## src/rtl/tecg_pkg.sv

```systemverilog
package tecg_pkg;

    localparam int DUR_W     = 32;
    localparam int DT_W      = 16;
    localparam int Q_W       = 17;
    localparam int SQ_W      = 2 * Q_W;
    localparam int DIV_STEPS = Q_W;
    localparam int CNT_W     = $clog2(DIV_STEPS + 1);
    localparam int CFG_IDX_W = 3;
    localparam int CFG_DAT_W = 32;
    localparam int TDATA_IN_W  = 16;
    localparam int TDATA_OUT_W = 40;

    localparam logic [Q_W-1:0] Q_ONE  = 17'h10000;
    localparam logic [Q_W-1:0] Q_HALF = 17'h08000;
    localparam logic [Q_W-1:0] Q_ZERO = 17'h00000;

    localparam logic [DUR_W-1:0] DURATION_RST = 32'd1000;

    localparam logic [1:0] KIND_START = 2'd0;
    localparam logic [1:0] KIND_STOP  = 2'd1;
    localparam logic [1:0] KIND_TICK  = 2'd2;
    localparam logic [1:0] KIND_RSVD  = 2'd3;

    localparam logic [1:0] EV_STARTED = 2'd0;
    localparam logic [1:0] EV_UPDATED = 2'd1;
    localparam logic [1:0] EV_ENDED   = 2'd2;

    localparam logic [2:0] SHAPE_ZERO   = 3'd0;
    localparam logic [2:0] SHAPE_ONE    = 3'd1;
    localparam logic [2:0] SHAPE_LINEAR = 3'd2;
    localparam logic [2:0] SHAPE_QIN    = 3'd3;
    localparam logic [2:0] SHAPE_QOUT   = 3'd4;
    localparam logic [2:0] SHAPE_QINOUT = 3'd5;

    localparam logic [CFG_IDX_W-1:0] CFG_DURATION    = 3'd0;
    localparam logic [CFG_IDX_W-1:0] CFG_FADE_SHAPE  = 3'd1;
    localparam logic [CFG_IDX_W-1:0] CFG_FADE_GROW   = 3'd2;
    localparam logic [CFG_IDX_W-1:0] CFG_ALPHA_SHAPE = 3'd3;
    localparam logic [CFG_IDX_W-1:0] CFG_ALPHA_GROW  = 3'd4;

    typedef enum logic [2:0] {
        ST_IDLE,
        ST_DIV,
        ST_MUL_FADE,
        ST_MUL_ALPHA,
        ST_OUT
    } t_state;

    typedef struct packed {
        logic             start;
        logic [DUR_W-1:0] num;
        logic [DUR_W-1:0] den;
    } t_div_req;

    typedef struct packed {
        logic           done;
        logic [Q_W-1:0] quot;
    } t_div_rsp;

    // operand that gets squared for a given shape
    function automatic logic [Q_W-1:0] sq_operand(input logic [Q_W-1:0] phase,
                                                  input logic [2:0] shape);
        logic [Q_W-1:0] q;
        q = Q_ONE - phase;
        case (shape)
            SHAPE_QOUT:   sq_operand = q;
            SHAPE_QINOUT: sq_operand = (phase < Q_HALF) ? phase : q;
            default:      sq_operand = phase;
        endcase
    endfunction

    function automatic logic [Q_W-1:0] ease_finish(input logic [Q_W-1:0]  phase,
                                                   input logic [2:0]      shape,
                                                   input logic            growing,
                                                   input logic [SQ_W-1:0] sq);
        logic [SQ_W-1:0] rnd16;
        logic [SQ_W-1:0] rnd15;
        logic [Q_W-1:0]  v16;
        logic [Q_W-1:0]  v15;
        logic [Q_W-1:0]  v;
        rnd16 = sq + SQ_W'(32768);
        rnd15 = sq + SQ_W'(16384);
        v16   = rnd16[32:16];
        v15   = rnd15[31:15];
        case (shape)
            SHAPE_QIN:    v = v16;
            SHAPE_QOUT:   v = Q_ONE - v16;
            SHAPE_QINOUT: v = (phase < Q_HALF) ? v15 : (Q_ONE - v15);
            default:      v = phase;
        endcase
        if (!growing) begin
            v = Q_ONE - v;
        end
        case (shape)
            SHAPE_ZERO: ease_finish = Q_ZERO;
            SHAPE_ONE:  ease_finish = Q_ONE;
            default:    ease_finish = v;
        endcase
    endfunction

endpackage

```

## src/rtl/tecg_div.sv

```systemverilog
module tecg_div (
    input  logic                 i_clk,
    input  logic                 i_rst_n,
    input  tecg_pkg::t_div_req   i_req,
    output tecg_pkg::t_div_rsp   o_rsp
);

    logic                           r_busy, n_busy;
    logic                           r_done, n_done;
    logic [tecg_pkg::CNT_W-1:0]     r_cnt, n_cnt;
    logic [tecg_pkg::DUR_W:0]       r_rem, n_rem;
    logic [tecg_pkg::Q_W-1:0]       r_quot, n_quot;
    logic [tecg_pkg::DUR_W-1:0]     r_den, n_den;
    logic [tecg_pkg::DUR_W:0]       sh;
    logic [tecg_pkg::DUR_W+1:0]     diff;
    logic                           bit_q;

    // first step compares the remainder as loaded, later steps shift first
    assign sh    = (r_cnt == tecg_pkg::CNT_W'(tecg_pkg::DIV_STEPS)) ? r_rem
                 : {r_rem[tecg_pkg::DUR_W-1:0], 1'b0};
    assign diff  = {1'b0, sh} - {2'b00, r_den};
    assign bit_q = !diff[tecg_pkg::DUR_W+1];

    always_comb begin
        n_busy = r_busy;
        n_done = 1'b0;
        n_cnt  = r_cnt;
        n_rem  = r_rem;
        n_quot = r_quot;
        n_den  = r_den;
        if (i_req.start) begin
            n_busy = 1'b1;
            n_cnt  = tecg_pkg::CNT_W'(tecg_pkg::DIV_STEPS);
            n_rem  = {1'b0, i_req.num};
            n_den  = i_req.den;
            n_quot = '0;
        end else if (r_busy) begin
            n_rem  = bit_q ? diff[tecg_pkg::DUR_W:0] : sh;
            n_quot = {r_quot[tecg_pkg::Q_W-2:0], bit_q};
            n_cnt  = r_cnt - 1'b1;
            if (r_cnt == tecg_pkg::CNT_W'(1)) begin
                n_busy = 1'b0;
                n_done = 1'b1;
            end
        end
    end

    always_ff @(posedge i_clk) begin
        if (!i_rst_n) begin
            r_busy <= 1'b0;
            r_done <= 1'b0;
            r_cnt  <= '0;
        end else begin
            r_busy <= n_busy;
            r_done <= n_done;
            r_cnt  <= n_cnt;
        end
        r_rem  <= n_rem;
        r_quot <= n_quot;
        r_den  <= n_den;
    end

    assign o_rsp.done = r_done;
    assign o_rsp.quot = r_quot;

    a_done_idle: assert property (@(posedge i_clk) disable iff (!i_rst_n)
        r_done |-> !r_busy)
        else $error("divider done while busy");

    a_start_busy: assert property (@(posedge i_clk) disable iff (!i_rst_n)
        i_req.start |=> r_busy && r_cnt == tecg_pkg::CNT_W'(tecg_pkg::DIV_STEPS))
        else $error("divider did not start");

    a_last_done: assert property (@(posedge i_clk) disable iff (!i_rst_n)
        (r_busy && r_cnt == tecg_pkg::CNT_W'(1) && !i_req.start) |=> r_done)
        else $error("divider missed done");

endmodule

```

## src/rtl/timed_easing_curve_generator_core.sv

```systemverilog
// A tick that updates the curves goes through a 17-step restoring divide, phase
// load and two shared 17x17 squares before its result; start, stop and ending
// ticks skip the divide. Only one item is handled at a time; with the output free the
// next is taken once the result is loaded into the output register, and an item
// without a result does not hold up the next. Synchronous active-low reset
// restores register defaults, clears elapsed time and leaves the timer idle.
module timed_easing_curve_generator_core (
    input  logic                                i_clk,
    input  logic                                i_rst_n,
    input  logic                                s_axis_tvalid,
    output logic                                s_axis_tready,
    input  logic [tecg_pkg::TDATA_IN_W-1:0]     s_axis_tdata,  // [15:0] delta_t
    input  logic [1:0]                          s_axis_tuser,  // [1:0] kind
    output logic                                m_axis_tvalid,
    input  logic                                m_axis_tready,
    // [16:0] fade_factor, [33:17] alpha_value, [34] is_running, [39:35] zero
    output logic [tecg_pkg::TDATA_OUT_W-1:0]    m_axis_tdata,
    output logic [1:0]                          m_axis_tuser,  // [1:0] event_res
    input  logic                                i_cfg_valid,
    output logic                                o_cfg_ready,
    input  logic [tecg_pkg::CFG_IDX_W-1:0]      i_cfg_index,
    input  logic [tecg_pkg::CFG_DAT_W-1:0]      i_cfg_data
);

    tecg_pkg::t_state               r_state, n_state;
    logic [tecg_pkg::DUR_W-1:0]     r_duration;
    logic [2:0]                     r_fade_shape;
    logic                           r_fade_grow;
    logic [2:0]                     r_alpha_shape;
    logic                           r_alpha_grow;
    logic [tecg_pkg::DUR_W-1:0]     r_elapsed;
    logic                           r_running;
    logic [1:0]                     r_event;
    logic [tecg_pkg::Q_W-1:0]       r_phase;
    logic [tecg_pkg::SQ_W-1:0]      r_prod;
    logic [tecg_pkg::Q_W-1:0]       r_fade;
    logic                           r_out_valid;
    logic [1:0]                     r_out_event;
    logic [tecg_pkg::Q_W-1:0]       r_out_fade;
    logic [tecg_pkg::Q_W-1:0]       r_out_alpha;
    logic                           r_out_run;

    logic                           accept;
    logic [1:0]                     kind;
    logic [tecg_pkg::DUR_W:0]       sum;
    logic                           over;
    logic                           do_start;
    logic                           do_stop;
    logic                           do_tick;
    logic                           out_free;
    logic                           out_load;
    logic [2:0]                     mul_shape;
    logic [tecg_pkg::Q_W-1:0]       mul_op;
    logic [tecg_pkg::Q_W-1:0]       quot_clamped;
    tecg_pkg::t_div_req             div_req;
    tecg_pkg::t_div_rsp             div_rsp;

    assign kind     = s_axis_tuser;
    assign sum      = {1'b0, r_elapsed} + (tecg_pkg::DUR_W + 1)'(s_axis_tdata);
    assign over     = sum > {1'b0, r_duration};
    assign out_free = !r_out_valid || m_axis_tready;
    assign o_cfg_ready = 1'b1;

    // control outputs
    always_comb begin
        s_axis_tready = (r_state == tecg_pkg::ST_IDLE);
        accept        = s_axis_tvalid && s_axis_tready;
        do_start      = accept && kind == tecg_pkg::KIND_START && !r_running;
        do_stop       = accept && kind == tecg_pkg::KIND_STOP && r_running;
        do_tick       = accept && kind == tecg_pkg::KIND_TICK && r_running;
        out_load      = (r_state == tecg_pkg::ST_OUT) && out_free;
        div_req.start = do_tick && !over;
        div_req.num   = sum[tecg_pkg::DUR_W-1:0];
        div_req.den   = r_duration;
    end

    // next state
    always_comb begin
        n_state = r_state;
        case (r_state)
            tecg_pkg::ST_IDLE: begin
                if (do_tick && !over) begin
                    n_state = tecg_pkg::ST_DIV;
                end else if (do_start || do_stop || do_tick) begin
                    n_state = tecg_pkg::ST_MUL_FADE;
                end
            end
            tecg_pkg::ST_DIV: begin
                if (div_rsp.done) begin
                    n_state = tecg_pkg::ST_MUL_FADE;
                end
            end
            tecg_pkg::ST_MUL_FADE:  n_state = tecg_pkg::ST_MUL_ALPHA;
            tecg_pkg::ST_MUL_ALPHA: n_state = tecg_pkg::ST_OUT;
            tecg_pkg::ST_OUT: begin
                if (out_free) begin
                    n_state = tecg_pkg::ST_IDLE;
                end
            end
            default: n_state = tecg_pkg::ST_IDLE;
        endcase
    end

    assign quot_clamped = (div_rsp.quot > tecg_pkg::Q_ONE) ? tecg_pkg::Q_ONE : div_rsp.quot;
    assign mul_shape    = (r_state == tecg_pkg::ST_MUL_FADE) ? r_fade_shape : r_alpha_shape;
    assign mul_op       = tecg_pkg::sq_operand(r_phase, mul_shape);

    always_ff @(posedge i_clk) begin
        if (!i_rst_n) begin
            r_state       <= tecg_pkg::ST_IDLE;
            r_duration    <= tecg_pkg::DURATION_RST;
            r_fade_shape  <= tecg_pkg::SHAPE_LINEAR;
            r_fade_grow   <= 1'b1;
            r_alpha_shape <= tecg_pkg::SHAPE_ONE;
            r_alpha_grow  <= 1'b1;
            r_elapsed     <= '0;
            r_running     <= 1'b0;
            r_out_valid   <= 1'b0;
        end else begin
            r_state <= n_state;
            if (i_cfg_valid && o_cfg_ready) begin
                case (i_cfg_index)
                    tecg_pkg::CFG_DURATION:    r_duration    <= i_cfg_data;
                    tecg_pkg::CFG_FADE_SHAPE:  r_fade_shape  <= i_cfg_data[2:0];
                    tecg_pkg::CFG_FADE_GROW:   r_fade_grow   <= i_cfg_data[0];
                    tecg_pkg::CFG_ALPHA_SHAPE: r_alpha_shape <= i_cfg_data[2:0];
                    tecg_pkg::CFG_ALPHA_GROW:  r_alpha_grow  <= i_cfg_data[0];
                    default: ;
                endcase
            end
            if (do_start) begin
                r_running <= 1'b1;
                r_elapsed <= '0;
            end else if (do_stop) begin
                r_running <= 1'b0;
            end else if (do_tick) begin
                r_elapsed <= sum[tecg_pkg::DUR_W] ? '1 : sum[tecg_pkg::DUR_W-1:0];
                if (over) begin
                    r_running <= 1'b0;
                end
            end
            if (out_load) begin
                r_out_valid <= 1'b1;
            end else if (m_axis_tready) begin
                r_out_valid <= 1'b0;
            end
        end

        if (do_start) begin
            r_event <= tecg_pkg::EV_STARTED;
            r_phase <= tecg_pkg::Q_ZERO;
        end else if (do_stop || (do_tick && over)) begin
            r_event <= tecg_pkg::EV_ENDED;
            r_phase <= tecg_pkg::Q_ONE;
        end else if (do_tick) begin
            r_event <= tecg_pkg::EV_UPDATED;
        end
        if (r_state == tecg_pkg::ST_DIV && div_rsp.done) begin
            r_phase <= quot_clamped;
        end

        // shared squarer: fade operand first, then alpha
        if (r_state == tecg_pkg::ST_MUL_FADE || r_state == tecg_pkg::ST_MUL_ALPHA) begin
            r_prod <= tecg_pkg::SQ_W'(mul_op) * tecg_pkg::SQ_W'(mul_op);
        end
        if (r_state == tecg_pkg::ST_MUL_ALPHA) begin
            r_fade <= tecg_pkg::ease_finish(r_phase, r_fade_shape, r_fade_grow, r_prod);
        end
        if (out_load) begin
            r_out_event <= r_event;
            r_out_fade  <= r_fade;
            r_out_alpha <= tecg_pkg::ease_finish(r_phase, r_alpha_shape, r_alpha_grow, r_prod);
            r_out_run   <= r_running;
        end
    end

    tecg_div u_div (
        .i_clk   (i_clk),
        .i_rst_n (i_rst_n),
        .i_req   (div_req),
        .o_rsp   (div_rsp)
    );

    assign m_axis_tvalid = r_out_valid;
    assign m_axis_tuser  = r_out_event;
    assign m_axis_tdata  = {5'b00000, r_out_run, r_out_alpha, r_out_fade};

    a_div_leads_mul: assert property (@(posedge i_clk) disable iff (!i_rst_n)
        (r_state == tecg_pkg::ST_DIV && div_rsp.done) |=> r_state == tecg_pkg::ST_MUL_FADE)
        else $error("divide result not consumed");

    a_overrun_stops: assert property (@(posedge i_clk) disable iff (!i_rst_n)
        (do_tick && over) |=> !r_running && r_event == tecg_pkg::EV_ENDED)
        else $error("overrun tick did not end timer");

    a_phase_range: assert property (@(posedge i_clk) disable iff (!i_rst_n)
        (r_state == tecg_pkg::ST_MUL_FADE) |-> r_phase <= tecg_pkg::Q_ONE)
        else $error("phase above one");

    a_out_hold: assert property (@(posedge i_clk) disable iff (!i_rst_n)
        (r_state == tecg_pkg::ST_OUT && !out_free) |=> r_state == tecg_pkg::ST_OUT)
        else $error("result dropped while output busy");

endmodule

```

## config.mk

```make
export PLATFORM = sky130hd
export DESIGN_NAME = timed_easing_curve_generator_core
export DESIGN_NICKNAME = d
export VERILOG_FILES = /design/src/rtl/tecg_pkg.sv /design/src/rtl/tecg_div.sv /design/src/rtl/timed_easing_curve_generator_core.sv
export SDC_FILE = /design/constraint.sdc
export NUM_CORES = 1
export LEC_CHECK = 0
export ABC_AREA = 1
export BUFFER_PORTS_ARGS = -buffer_cell sky130_fd_sc_hd__buf_2
export CAP_MARGIN = 20
export CORE_UTILIZATION = 40
export DETAILED_ROUTE_END_ITERATION = 10
export RECOVER_POWER = 25
export SETUP_SLACK_MARGIN = 0.5
export SLEW_MARGIN = 20
export SYNTH_ARGS = -nofsm -noshare
export SYNTH_HDL_FRONTEND = slang
export SYNTH_SLANG_ARGS = --single-unit
```

## constraint.sdc

```tcl
create_clock -name i_clk -period 9 [get_ports i_clk]
set_input_delay 1.8 -clock i_clk [delete_from_list [all_inputs] [get_ports i_clk]]
set_output_delay 1.8 -clock i_clk [all_outputs]
set_load 0.01 [all_outputs]
```

==> impl_metrics.toml <==
[run_status]
status = "finished with violations"
violations = "max-capacitance violations, max-slew violations"

[clock_tree]
htreeDepth = 1
clockBufferDepth = 3
cts_made_buffers = 28
clkSinkCount = 258
cts_tree = "yes"
clk_pin_slew_ns = 0.06
cts_hold_buf = 0
clk_latency_ns = 0.58
cts_root_buffer = "clkbuf_16"

[detailed_routing]
wl_met1_microns = 33640
wl_per_cell_microns = 16.32
drc = 0
routed-wl-met2_microns = 31730
initialDrtViolationCount = 1597
routed_wl_microns = 71460
dr_wl_met3_microns = 4356
vias_per_cell = 5.093
postRouteAntennaNets = 0
first_pass_iters = 5
vias = 22300
highest_layer = "met5"

[worst_setup_path]
arrival_ns = 8.20
crit_fanout = 11
start_kind = "flip-flop"
crit_slowest_cell = "fa_1"
ff2ff_setup_slack_ns = 1.12
slowest_delay_ns = 0.55
critPathKind = "flip-flop to flip-flop"
reg2reg_to = "r_prod[32]"
r2r-start = "r_phase[0]"
crit_top_cell = "nand2_1"
r2r_cells = 32
required_ns = 9.32
cp-end-kind = "flip-flop"

[power_and_ir_drop]
power.density_mw_per_mm2 = 422.2
vdd_drop_max_v = 0.0005764
p_int_mw = 5.554
power_mw = 11.95
leakage_nw = 13.73
p_sw_mw = 6.394
seq_power_share_pct = 15.0
swShare_pct = 53.51
p_clk_share_pct = 10.6
combPwrFrac_pct = 74.4

[floorplan]
ioPinCount = 103
fp.dieH_microns = 256.1
fp-row-count = 92
die_area_sq_mm = 0.06560
core-area_sq_mm = 0.06343
dieWidth_microns = 256.1
initial_core_util_pct = 40.73

[global_routing]
antenna_found_initial = 4
grt_max_degree = 58
track_usage_pct = 21.61
grt_pass1_vias = 21370
grt.overflow.total = 0
grt_first_pass_wirelength_microns = 114300

[sta]
rsz0062_at_grt = "false"
finalClockSkew_ns = 0.02335
finalCritPeriodShare_pct = 87.55
period_needed_ns = 7.880
max-slew-margin-rel_pct = -55.23
drv_slew = 53
setup_tns_ns = 0
fmax_ghz = 0.1269
worst_pin_slew_ns = 2.328
setup_viol_count_final = 0
hold_viol = 0

[final_layout]
antenna_cells = 0
drive_gt1_share_pct = 8.154
final_core_util_pct = 44.62
syn_to_final_growth_pct = 9.566
nNetsFinal = 3951

[yosys]
syn_inst = 3433
synthFlopType = "edfxtp_1"
post-synth-top-count-cell = "nand2_1"
ys_async_sr_fraction_pct = 0
yosysWarnings = 0
synth_cell_types = 59
synthTopCellsByCount = "nand2_1, inv_1, nor2_1"
synth-edff-count = 154
synthTopCellsByArea = "edfxtp_1, fa_1, nand2_1"
synth-seq-cells = 258
synth_top_cell_area_share_pct = 17.90
synth_top_area_cell = "edfxtp_1"
synth-seq-area-share_pct = 25.96
synth_area_per_cell_sq_um = 7.524
synth.cell_area_sq_mm = 0.02583

[hold_path]
hold_depth = 0
worst_hold_path_type = "flip-flop to flip-flop"
min_to = "r_out_fade[9]"
min_from = "r_fade[9]"

[placed_design]
port_buffers = 96
gp_congestion = 0.9351
hpwl_microns = 57530

[run]
cap_violations = 2
## worst max path at each step
stage | startpoint | end | slack, ns | cells past startpoint
after floorplan | r_phase[0] | r_prod[32] | 1.61 | 36
after global placement | r_phase[0] | r_prod[31] | 0.66 | 38
after detailed placement | r_phase[0] | r_prod[31] | 0.68 | 38
after CTS | r_phase[0] | r_prod[31] | 0.67 | 38
after global routing | r_phase[1] | r_prod[31] | 0.56 | 36
final | r_phase[0] | r_prod[32] | 1.12 | 32
## state kept, by name, summed over array words and instances (netlist names)
register,count
m_axis_tuser,2
r_fade_grow,1
u_div.r_done,1
r_state,3
u_div.r_quot,17
r_alpha_grow,1
r_event,2
r_out_fade,17
r_prod,19
r_fade,17
u_div.r_busy,1
r_alpha_shape,3
r_out_run,1
r_fade_shape,3
r_duration,32
r_running,1
u_div.r_den,32
r_phase,17
m_axis_tvalid,1
u_div.r_cnt,5
r_elapsed,32
r_out_alpha,17
u_div.r_rem,33
## logic make-up (layout without fill, tap and decap cells)
family	count (synthesis)	count (layout)	share of synthesized area (%)
compound gates	575	575	12.56
xor+xnor	81	81	2.746
fa+ha+maj	383	383	24.13
buf+inv	772	867	11.45
flops	258	258	25.96
other cells	2	6	0.02907
simple gates	1362	1362	23.13
## critical path: cells and delay by family, from the launching register on
kind	cells	cell delay (ns)
adders and majority gates	8	3.64
and+or+nand+nor	11	1.41
AOI/OAI and AO/OA	5	1.11
buffers and inverters	8	0.95
DFF	1	0.49
## cell type report
class | count | area (sq um)
tap | 846 | 1059
timing repair buffer | 129 | 719.4
clock inverter | 18 | 235.2
clock buffer | 34 | 784.5
sequential | 258 | 6706
inverter | 686 | 2581
fill | 6431 | 35120
multi-input combinational | 2407 | 16220
## power groups by stage
stage / clock network (mW) / registers, mW / logic, mW
final: 1.27 / 1.79 / 8.89
after global routing: 1.33 / 1.81 / 10.2
after CTS: 1.29 / 1.79 / 8.91
after detailed placement: 0 / 1.82 / 8.85
after global placement: 0 / 1.82 / 8.85
after floorplan: 0 / 1.78 / 6.70
## metal layers
layer | track usage, % | vias up
met4 | 5.672 | 8
met3 | 2.872 | 102
met1 | 30.78 | 10430
met2 | 34.32 | 585
met5 | 0 | -
li1 | - | 11170
## per-stage QoR
stage          cell area (sq um)  setup WS (ns)  instances  hold slack, ns
2_1_floorplan              25850          1.609       3437          0.4003
3_3_place_gp               27250         0.6599       4323          0.4010
3_5_place_dp               27270         0.6807       4324          0.4045
4_1_cts                    28290         0.6726       4376          0.4201
5_1_grt                    28300         0.5618       4378          0.4256
6_report                   28300          1.120       4378          0.4192
## timing repair
item                       in CTS  in global routing
setup endpoints to repair       0                 13
buffers inserted                0                  2
resized for setup               0                  5
## cells in the final DEF, fill, tap and decap left out, types with 39 or more instances in the layout
master / synthesis / layout
fa_1: 192 / 192
xor2_1: 49 / 49
o211ai_1: 39 / 39
nand2_1: 711 / 705
a21oi_1: 196 / 195
nor2_1: 292 / 290
ha_1: 191 / 191
inv_1: 673 / 672
edfxtp_1: 154 / 154
buf_2: 21 / 95
dfxtp_1: 104 / 104
o21ai_0: 219 / 220
nand3_1: 170 / 170
Power figures use the tool's default switching activity.
